`config.mk`:
```
export PLATFORM = sky130hd
export DESIGN_NAME = crc16_message_envelope_framer
export DESIGN_NICKNAME = d
export VERILOG_FILES = /design/src/sv/c16mef_pkg.sv /design/src/sv/crc16_message_envelope_framer.sv
export SDC_FILE = /design/constraint.sdc
export NUM_CORES = 1
export LEC_CHECK = 0
export BUFFER_PORTS_ARGS = -buffer_cell sky130_fd_sc_hd__buf_2
export CAP_MARGIN = 20
export CORE_MARGIN = 5
export CORE_UTILIZATION = 34
export CTS_CLUSTER_SIZE = 14
export DETAILED_ROUTE_END_ITERATION = 8
export PLACE_DENSITY = 0.47
export REMOVE_ABC_BUFFERS = 1
export SLEW_MARGIN = 20
export SYNTH_ARGS = -nofsm -noshare
export SYNTH_HDL_FRONTEND = slang
export SYNTH_MEMORY_MAX_BITS = 65536
export SYNTH_SLANG_ARGS = --single-unit
```
`constraint.sdc`:
```
create_clock -name clock -period 7.3 [get_ports clock]
set_input_delay 0.73 -clock clock [delete_from_list [all_inputs] [get_ports clock]]
set_output_delay 0.73 -clock clock [all_outputs]
set_load 0.02 [all_outputs]
```
`src/sv/c16mef_pkg.sv`:
```
// Package with the request and response types and the CRC-16/ARC helpers of the framer.
`timescale 1ns / 1ps

package c16mef_pkg;

   typedef enum logic [0:0] {
      KIND_START   = 1'b0,
      KIND_PAYLOAD = 1'b1
   } kind_type;

   typedef struct packed {
      kind_type    kind;
      logic [15:0] message_id;
      logic [15:0] payload_length;
      logic [7:0]  data_byte;
   } req_type;

   typedef struct packed {
      logic [7:0] out_byte;
      logic       frame_end;
      logic       last_in_run;
   } rsp_type;

   localparam logic [15:0] MAX_PAYLOAD  = 16'd65529;
   localparam logic [15:0] HEADER_BYTES = 16'd6;
   localparam int          RESULT_MAX   = 6;
   localparam int          CNT_W        = $clog2(RESULT_MAX + 1);

   function automatic logic [15:0] nib_tab(input logic [3:0] idx);
      logic [15:0] val;
      case (idx)
         4'h0: val = 16'h0000;
         4'h1: val = 16'hCC01;
         4'h2: val = 16'hD801;
         4'h3: val = 16'h1400;
         4'h4: val = 16'hF001;
         4'h5: val = 16'h3C00;
         4'h6: val = 16'h2800;
         4'h7: val = 16'hE401;
         4'h8: val = 16'hA001;
         4'h9: val = 16'h6C00;
         4'hA: val = 16'h7800;
         4'hB: val = 16'hB401;
         4'hC: val = 16'h5000;
         4'hD: val = 16'h9C01;
         4'hE: val = 16'h8801;
         4'hF: val = 16'h4400;
         default: val = 16'h0000;
      endcase
      return val;
   endfunction

   function automatic logic [15:0] crc_nibble(input logic [15:0] crc, input logic [3:0] nib);
      return {4'h0, crc[15:4]} ^ nib_tab(crc[3:0]) ^ nib_tab(nib);
   endfunction

   function automatic logic [15:0] crc_byte(input logic [15:0] crc, input logic [7:0] b);
      logic [15:0] tmp;
      tmp = crc_nibble(crc, b[3:0]);
      return crc_nibble(tmp, b[7:4]);
   endfunction

endpackage

```
`src/sv/crc16_message_envelope_framer.sv`:
```
// Top level of the length-prefixed message framer with a CRC-16/ARC trailer.
//
// The request channel carries start and payload requests. A start request
// produces the total size and the message id, both low byte first, and for an
// empty payload also the two CRC bytes. Each payload request within a frame
// produces its byte, and the last one is followed by the CRC bytes. Payload
// requests outside a frame produce nothing; a start inside a frame abandons it.
// The response channel carries one byte per transfer, with frame_end on the
// high CRC byte and last_in_run on the final byte caused by a request.
// A request is held in an input register and turned into its response bytes
// combinationally as it moves into the output buffer, which offers the first
// byte. The output buffer sends one byte per cycle while the receiver takes them:
// a payload request yields one byte (three when it closes the frame), a start
// request four or six bytes. A new request is accepted while the input register
// is empty or its request moves into a buffer that is empty or has its last byte taken.
// When the receiver stalls, the buffer and then the input register fill and
// req_ready falls. Reset empties both and closes any open frame.
`timescale 1ns / 1ps

module crc16_message_envelope_framer (
   input  logic                clock,
   input  logic                reset,
   input  logic                req_valid,
   output logic                req_ready,
   input  c16mef_pkg::req_type req_data,
   output logic                rsp_valid,
   input  logic                rsp_ready,
   output c16mef_pkg::rsp_type rsp_data
);

   logic                         in_valid_ff, in_valid_in;
   c16mef_pkg::req_type          in_data_ff;
   logic [7:0]                   buf_ff [c16mef_pkg::RESULT_MAX];
   logic [7:0]                   buf_in [c16mef_pkg::RESULT_MAX];
   logic [c16mef_pkg::CNT_W-1:0] cnt_ff, cnt_in;
   logic                         end_ff, end_in;
   logic [15:0]                  crc_ff, crc_in;
   logic [15:0]                  rem_ff, rem_in;
   logic                         open_ff, open_in;

   logic [7:0]                   new_buf [c16mef_pkg::RESULT_MAX];
   logic [c16mef_pkg::CNT_W-1:0] new_cnt;
   logic                         new_end;
   logic [15:0]                  new_crc, new_rem;
   logic                         new_open;

   logic take, buf_free, advance, req_take;

   assign take      = rsp_valid && rsp_ready;
   assign buf_free  = (cnt_ff == '0) || (take && (cnt_ff == c16mef_pkg::CNT_W'(1)));
   assign advance   = in_valid_ff && buf_free;
   assign req_ready = !in_valid_ff || advance;
   assign req_take  = req_valid && req_ready;

   assign rsp_valid             = (cnt_ff != '0);
   assign rsp_data.out_byte     = buf_ff[0];
   assign rsp_data.last_in_run  = (cnt_ff == c16mef_pkg::CNT_W'(1));
   assign rsp_data.frame_end    = end_ff && (cnt_ff == c16mef_pkg::CNT_W'(1));

   always_comb begin : compute
      logic [15:0] len_sat;
      logic [15:0] size;
      logic [15:0] crc_hdr;
      logic [15:0] crc_pay;
      logic [15:0] rem_dec;
      len_sat = (in_data_ff.payload_length > c16mef_pkg::MAX_PAYLOAD) ?
                c16mef_pkg::MAX_PAYLOAD : in_data_ff.payload_length;
      size    = len_sat + c16mef_pkg::HEADER_BYTES;
      crc_hdr = c16mef_pkg::crc_byte(16'h0000, size[7:0]);
      crc_hdr = c16mef_pkg::crc_byte(crc_hdr, size[15:8]);
      crc_hdr = c16mef_pkg::crc_byte(crc_hdr, in_data_ff.message_id[7:0]);
      crc_hdr = c16mef_pkg::crc_byte(crc_hdr, in_data_ff.message_id[15:8]);
      crc_pay = c16mef_pkg::crc_byte(crc_ff, in_data_ff.data_byte);
      rem_dec = rem_ff - 16'd1;
      for (int i = 0; i < c16mef_pkg::RESULT_MAX; i++) begin
         new_buf[i] = 8'h00;
      end
      new_cnt  = '0;
      new_end  = 1'b0;
      new_crc  = crc_ff;
      new_rem  = rem_ff;
      new_open = open_ff;
      case (in_data_ff.kind)
         c16mef_pkg::KIND_START: begin
            new_buf[0] = size[7:0];
            new_buf[1] = size[15:8];
            new_buf[2] = in_data_ff.message_id[7:0];
            new_buf[3] = in_data_ff.message_id[15:8];
            new_buf[4] = crc_hdr[7:0];
            new_buf[5] = crc_hdr[15:8];
            new_crc    = crc_hdr;
            new_rem    = len_sat;
            new_open   = (len_sat != 16'd0);
            new_end    = (len_sat == 16'd0);
            new_cnt    = (len_sat == 16'd0) ? c16mef_pkg::CNT_W'(6) : c16mef_pkg::CNT_W'(4);
         end
         c16mef_pkg::KIND_PAYLOAD: begin
            if (open_ff) begin
               new_buf[0] = in_data_ff.data_byte;
               new_buf[1] = crc_pay[7:0];
               new_buf[2] = crc_pay[15:8];
               new_crc    = crc_pay;
               new_rem    = rem_dec;
               new_open   = (rem_dec != 16'd0);
               new_end    = (rem_dec == 16'd0);
               new_cnt    = (rem_dec == 16'd0) ? c16mef_pkg::CNT_W'(3) : c16mef_pkg::CNT_W'(1);
            end
         end
         default: begin
            new_cnt = '0;
         end
      endcase
   end

   always_comb begin
      in_valid_in = in_valid_ff;
      if (req_take) begin
         in_valid_in = 1'b1;
      end else if (advance) begin
         in_valid_in = 1'b0;
      end
      buf_in  = buf_ff;
      cnt_in  = cnt_ff;
      end_in  = end_ff;
      crc_in  = crc_ff;
      rem_in  = rem_ff;
      open_in = open_ff;
      if (advance) begin
         buf_in  = new_buf;
         cnt_in  = new_cnt;
         end_in  = new_end;
         crc_in  = new_crc;
         rem_in  = new_rem;
         open_in = new_open;
      end else if (take) begin
         for (int i = 0; i < c16mef_pkg::RESULT_MAX - 1; i++) begin
            buf_in[i] = buf_ff[i+1];
         end
         cnt_in = cnt_ff - c16mef_pkg::CNT_W'(1);
      end
   end

   always_ff @(posedge clock) begin
      if (req_take) begin
         in_data_ff <= req_data;
      end
      buf_ff <= buf_in;
      end_ff <= end_in;
      if (reset) begin
         in_valid_ff <= 1'b0;
         cnt_ff      <= '0;
         crc_ff      <= 16'h0000;
         rem_ff      <= 16'h0000;
         open_ff     <= 1'b0;
      end else begin
         in_valid_ff <= in_valid_in;
         cnt_ff      <= cnt_in;
         crc_ff      <= crc_in;
         rem_ff      <= rem_in;
         open_ff     <= open_in;
      end
   end

   a_cnt_bound : assert property (@(posedge clock) disable iff (reset)
      cnt_ff <= c16mef_pkg::CNT_W'(c16mef_pkg::RESULT_MAX))
      else $error("response count exceeds the buffer depth");

   a_open_rem : assert property (@(posedge clock) disable iff (reset)
      open_ff == (rem_ff != 16'd0))
      else $error("open frame and remaining byte count disagree");

   a_end_last : assert property (@(posedge clock) disable iff (reset)
      (rsp_valid && rsp_data.frame_end) |-> (rsp_data.last_in_run && !open_ff))
      else $error("frame end shown while the frame is still open");

   a_load_free : assert property (@(posedge clock) disable iff (reset)
      (take && !rsp_data.last_in_run) |=> (cnt_ff == $past(cnt_ff) - c16mef_pkg::CNT_W'(1)))
      else $error("buffer reloaded before its last byte was taken");

endmodule
```
# Word level (Yosys, flattened, before mapping)

Memory sizes are Yosys's and may differ from the RTL's. A register that Yosys moved wholly into a read port is not among the register bits.
Index checks and enable logic that the tools add are counted.

Logic and storage cells: 107
Memories: 19
Bits in read-only memories: 2,128
Output and inout port bits: 12
Bits of input ports: 45
Bits in registers: 127

Add/subtract/negate cells: 3
Magnitude comparators: 1
Muxes and demuxes: 30
Bitwise gates (word level): 19
Reduce and logical (&&, ||, !) cells: 17
Equality and inequality tests: 2

Memories:

| name            | words | width | read ports | clocked after Yosys merged registers in | wr ports | line             | RTL |
|---|---|---|---|---|---|---|---|
| (no name shown) | 16    | 7     | 1          | 0                                       | 0        | c16mef_pkg.sv:31 | `case (idx)` |
| (no name shown) | 16    | 7     | 1          | 0                                       | 0        | c16mef_pkg.sv:31 |  |
| (no name shown) | 16    | 7     | 1          | 0                                       | 0        | c16mef_pkg.sv:31 |  |
| (no name shown) | 16    | 7     | 1          | 0                                       | 0        | c16mef_pkg.sv:31 |  |
| (no name shown) | 16    | 7     | 1          | 0                                       | 0        | c16mef_pkg.sv:31 |  |
| (no name shown) | 16    | 7     | 1          | 0                                       | 0        | c16mef_pkg.sv:31 |  |
| +13 memories    | --    | --    | --         | --                                      | --       | --               |  |

Operators by type and width:

| operator              | count |
|---|---|
| $xor 12x16->16        | 9 |
| $xor 16x16->16        | 9 |
| $mux 40               | 2 |
| $pmux 16 s2           | 2 |
| $mux 16               | 3 |
| $mux 24               | 2 |
| $pmux 24 s2           | 1 |
| $logic_not 16->1      | 2 |
| $mux 4                | 8 |
| $reduce_bool 16->1    | 2 |
| $add 16x3->16 const B | 1 |
| $gt 16x16->1 const B  | 1 |
| $sub 16x1->16 const B | 1 |
| $mux 2                | 3 |
| $mux 3                | 2 |
| $pmux 3 s2            | 1 |
| $logic_and 1x1->1     | 5 |
| $mux 1                | 4 |
| $pmux 1 s2            | 2 |
| $reduce_bool 2->1     | 2 |
| $eq 3x1->1 const B    | 1 |
| $logic_not 3->1       | 1 |
| $reduce_bool 3->1     | 1 |
| $sub 3x1->3 const B   | 1 |
| 5 further kinds       | 6 |

# Depth between registers and ports, before layout

An unclocked memory read counts as a cell.

Word-level depth: 28
Mapped depth: 15
Depth with buffers taken out: 14

# Worst setup path before layout

No wires, ideal clock.

Kind: input-to-reg
From: in rsp_ready
To: reg in_data_ff[0] (netlist bit), enable pin
Data arrival time: 3.337 ns
Buffers on the path: 3
Cell stages on the path: 7
Setup slack: 3.567 ns
Setup time: 0.395 ns
Data required time: 6.905 ns
Path through: a21oi_1 -> o21ai_0 -> nand2_1 -> clkbuf_1 -> clkbuf_1 -> clkbuf_1 -> inv_1

Word-level cells in the longest chain between the ends: 6

Ends and longest elaborated chain:

| what                   | line                                 | RTL |
|---|---|---|
| start: declaration     | crc16_message_envelope_framer.sv:27  | `input logic rsp_ready,` |
| $logic_and 1x1->1      | crc16_message_envelope_framer.sv:49  | `assign take = rsp_valid && rsp_ready;` |
| $logic_and 1x1->1      | crc16_message_envelope_framer.sv:50  | `assign buf_free = (cnt_ff == '0) \|\| (take && (cnt_ff == c16mef_pkg::CNT_W'(1)));` |
| $logic_or 1x1->1       | crc16_message_envelope_framer.sv:50  |  |
| $logic_and 1x1->1      | crc16_message_envelope_framer.sv:51  | `assign advance = in_valid_ff && buf_free;` |
| $logic_or 1x1->1       | crc16_message_envelope_framer.sv:52  | `assign req_ready = !in_valid_ff \|\| advance;` |
| net req_ready          | crc16_message_envelope_framer.sv:24  | `output logic req_ready,` |
| $logic_and 1x1->1      | crc16_message_envelope_framer.sv:53  | `assign req_take = req_valid && req_ready;` |
| end signal: assignment | crc16_message_envelope_framer.sv:145 | `in_data_ff <= req_data;` |
| end: declaration       | crc16_message_envelope_framer.sv:32  | `c16mef_pkg::req_type in_data_ff;` |

The timed path passes the listed nets, and every way through them passes these cells.
A chain may end at the register's enable or synchronous reset.

==> impl_metrics.tcl <==
set metrics [dict create \
    rsz0062_at_grt "no" \
    synthXorXnorAreaFrac_pct 16.1 \
    initial_core_util_pct 34.4 \
    final_cell_mix "104 x nor2_1, 102 x nand2_1, 98 x xnor2_1" \
    p_int_mw 2.69 \
    ys.flop_type "edfxtp_1" \
    tightest_slew_ps 1020 \
    synth_top_area_share_pct 31.4 \
    grt_first_pass_wirelength_um 36900 \
    comb_power_share_pct 44.0 \
    hold_path_class "reg2reg" \
    nNetsFinal 938 \
    crit-reg2reg-launch "in_data_ff[20]$_DFFE_PP_" \
    fin_crit_sh_pct 58.6 \
    overflow 0 \
    ys_types 71 \
    hp-start "cnt_ff[1]$_SDFFE_PP0P_" \
    r2r_cells 14 \
    wl_per_cell_um 19.4 \
    grt_pass1_vias 6044 \
    relSlewSlack_pct 31.5 \
    synth_area_per_cell_um2 10.1 \
    clock_sinks 169 \
    status "finished, final reports clean" \
    firstDrtPassIters 5 \
    port_buffers 56 \
    layout_commonest_cell "nor2_1" \
    maxSlewViolCount 0 \
    synth_simple_gate_area_share_pct 14.7 \
    synth_compound_gate_area_share_pct 11.4 \
    path_clk_slew_ps 70 \
    postPlaceCellArea_mm2 0.00914 \
    pin_count 57 \
    max-cap-violations 0 \
    critical_path_required_ps 7580 \
    min_to "cnt_ff[1]$_SDFFE_PP0P_" \
    vdd_drop_max_v 0.000254 \
    synth_top_family_by_area "XOR/XNOR gates" \
    ff2ff_setup_slack_ps 3020 \
    hpwl_um 16900 \
    p_total_mw 4.37 \
    drtAntennaViolNets 0 \
    finalSetupViolCount 0 \
    yosysWarningCount 0 \
    seq_area_frac_synth_pct 49.8 \
    postCtsHoldBufs 0 \
    ff_latch_area_mm2 0.00428 \
    vias 6131 \
    grt_max_degree 77 \
    pwr-share-seq_pct 36.0 \
    synth-edff-count 90 \
    area_growth_pct 12.8 \
    power.share.clock_pct 19.9 \
    final_cell_count_no_fill 1229 \
    clock_latency_ps 430 \
    synth_area_mm2 0.00861 \
    grt_usage_pct 16.9 \
    cts_setup_buffers 0 \
    synth_fa_ha_area_share_pct 1.02 \
    dieArea_mm2 0.0286 \
    routed_wl_um 23800 \
    num-fill-cells 2538 \
    critPathArrivalTime_ps 4560 \
    hold_viol_final 0 \
    cp-end-kind "flop" \
    ys_top_cells_by_area "edfxtp_1 31%, dfxtp_1 18%, xnor2_1 10%" \
    synthCells 856 \
    antenna_found_initial 0 \
    crit_type "reg2reg" \
    synth.area.mux_share_pct 3.01 \
    critPathLaunchType "flop" \
    p_switching_mw 1.68 \
    hold_depth 2 \
    synth_largest_area_cell "edfxtp_1" \
    clockBufferDepth 2 \
    rows 58 \
    final_cell_area_mm2 0.00971 \
    ys_ff_latch 169 \
    viasPerCell 4.99 \
    dieHeight_um 169 \
    route.detailed.drc 0 \
    clock-root-buffer "clkbuf_16" \
    power.density_mw_per_mm2 450 \
    fin_crit_ps 4280 \
    drive_gt1_share_pct 14.8 \
    skew_ps 22.0 \
    core-area_mm2 0.0250 \
    fmax_mhz 234 \
    cts_htree_levels 4 \
    tns_ps 0 \
    switching_share_pct 38.5 \
    cts_tree "built" \
    cp_max_fo 11 \
    async_flop_share_pct 0 \
    dp.cells 1197 \
    cts_resized 0 \
    die_w_um 169 \
    leakage_nw 3.66 \
    cts_buffers 17 \
    gp_congestion 0.837 \
    insertedDiodeCount 0 \
    multi_input_area_mm2 0.00399 \
    drtIter0Drc 382 \
]
[cells in the mapped netlist (all sizes together), types with 4 or more instances]
master   count
mux2i       24
clkbuf      32
nand4        9
nor3        23
nand3        6
a21oi       35
nor2       105
or3          4
a221oi       7
nand2b       4
a2bb2oi      4
xnor2      104
o31ai        5
a22oi        6
xor2        34
o21ai       55
a31oi        6
nor4         6
inv         24
nand2      104
a211oi       5
buf         24
edfxtp      90
o22ai        6
dfxtp       79
nand3b       4
ha           7
[layer usage]
| metal | wire, µm | track usage, % | vias to the layer above |
|---|---|---|---|
| met1 | 12100 | 25.0 | 2956 |
| li1 | - | - | 3012 |
| met2 | 10400 | 25.5 | 144 |
| met5 | 0 | 0 | - |
| met4 | 323 | 4.38 | 0 |
| met3 | 972 | 3.11 | 19 |
[cell families (layout without fill, tap and decap cells)]
group / Yosys count / count (layout)
adders and majority gates: 7 / 7
buffers and inverters: 81 / 124
AOI/OAI and AO/OA: 152 / 152
muxes: 25 / 25
DFF: 169 / 169
xor gates and xnor gates: 143 / 143
and+or+nand+nor: 279 / 279
[worst max path at each step]
stage,start,to,slack (ps),cells after the start
after detailed placement,in_data_ff[16]$_DFFE_PP_,flop,3040,14
after CTS,in_data_ff[16]$_DFFE_PP_,flop,3010,14
after global placement,in_data_ff[16]$_DFFE_PP_,flop,3150,14
after floorplan,rsp_ready,flop,2300,10
final,in_data_ff[20]$_DFFE_PP_,flop,3020,14
after global routing,in_data_ff[20]$_DFFE_PP_,crc_ff[15]$_SDFFE_PP0P_,2640,14
[stage by stage]
step / setup WS [ps] / hold WS (ps) / util (%)
after CTS: 3010 / 452 / 38.8
after global routing: 2640 / 453 / 38.8
after detailed placement: 3040 / 450 / 36.5
after global placement: 3150 / 448 / 36.5
final: 3020 / 458 / 38.8
after floorplan: 2300 / 430 / -
[layout make-up]
class                           count  area share (%)
Tap cell                          330            4.25
Inverter                           25           0.966
Multi-Input combinational cell    606            41.1
Clock buffer                       20            4.92
Sequential cell                   169            44.1
Clock inverter                     12           0.928
Timing Repair Buffer               67            3.74
[critical path, stage by stage, from the launching register on]
cell and delay [ps]:
edfxtp_1 590, nand4_1 280, nor4_2 430, nand2b_1 320, ha_1 280, nand3b_2 230
nor4_2 80, xnor2_1 470, xnor2_2 200, xnor3_1 280, xnor2_1 190, xnor3_2 330
o21ai_4 240, xnor2_1 150, nor2_1 50
[power groups by stage]
stage / Combinational [mW] / Clock [mW] / Sequential [mW]
floorplan: 1.42 / 0 / 1.58
global placement: 1.93 / 0 / 1.60
detailed placement: 1.93 / 0 / 1.59
CTS: 1.94 / 0.895 / 1.58
global route: 2.12 / 0.930 / 1.61
finish: 1.92 / 0.872 / 1.57
Power figures use the tool's default switching activity.
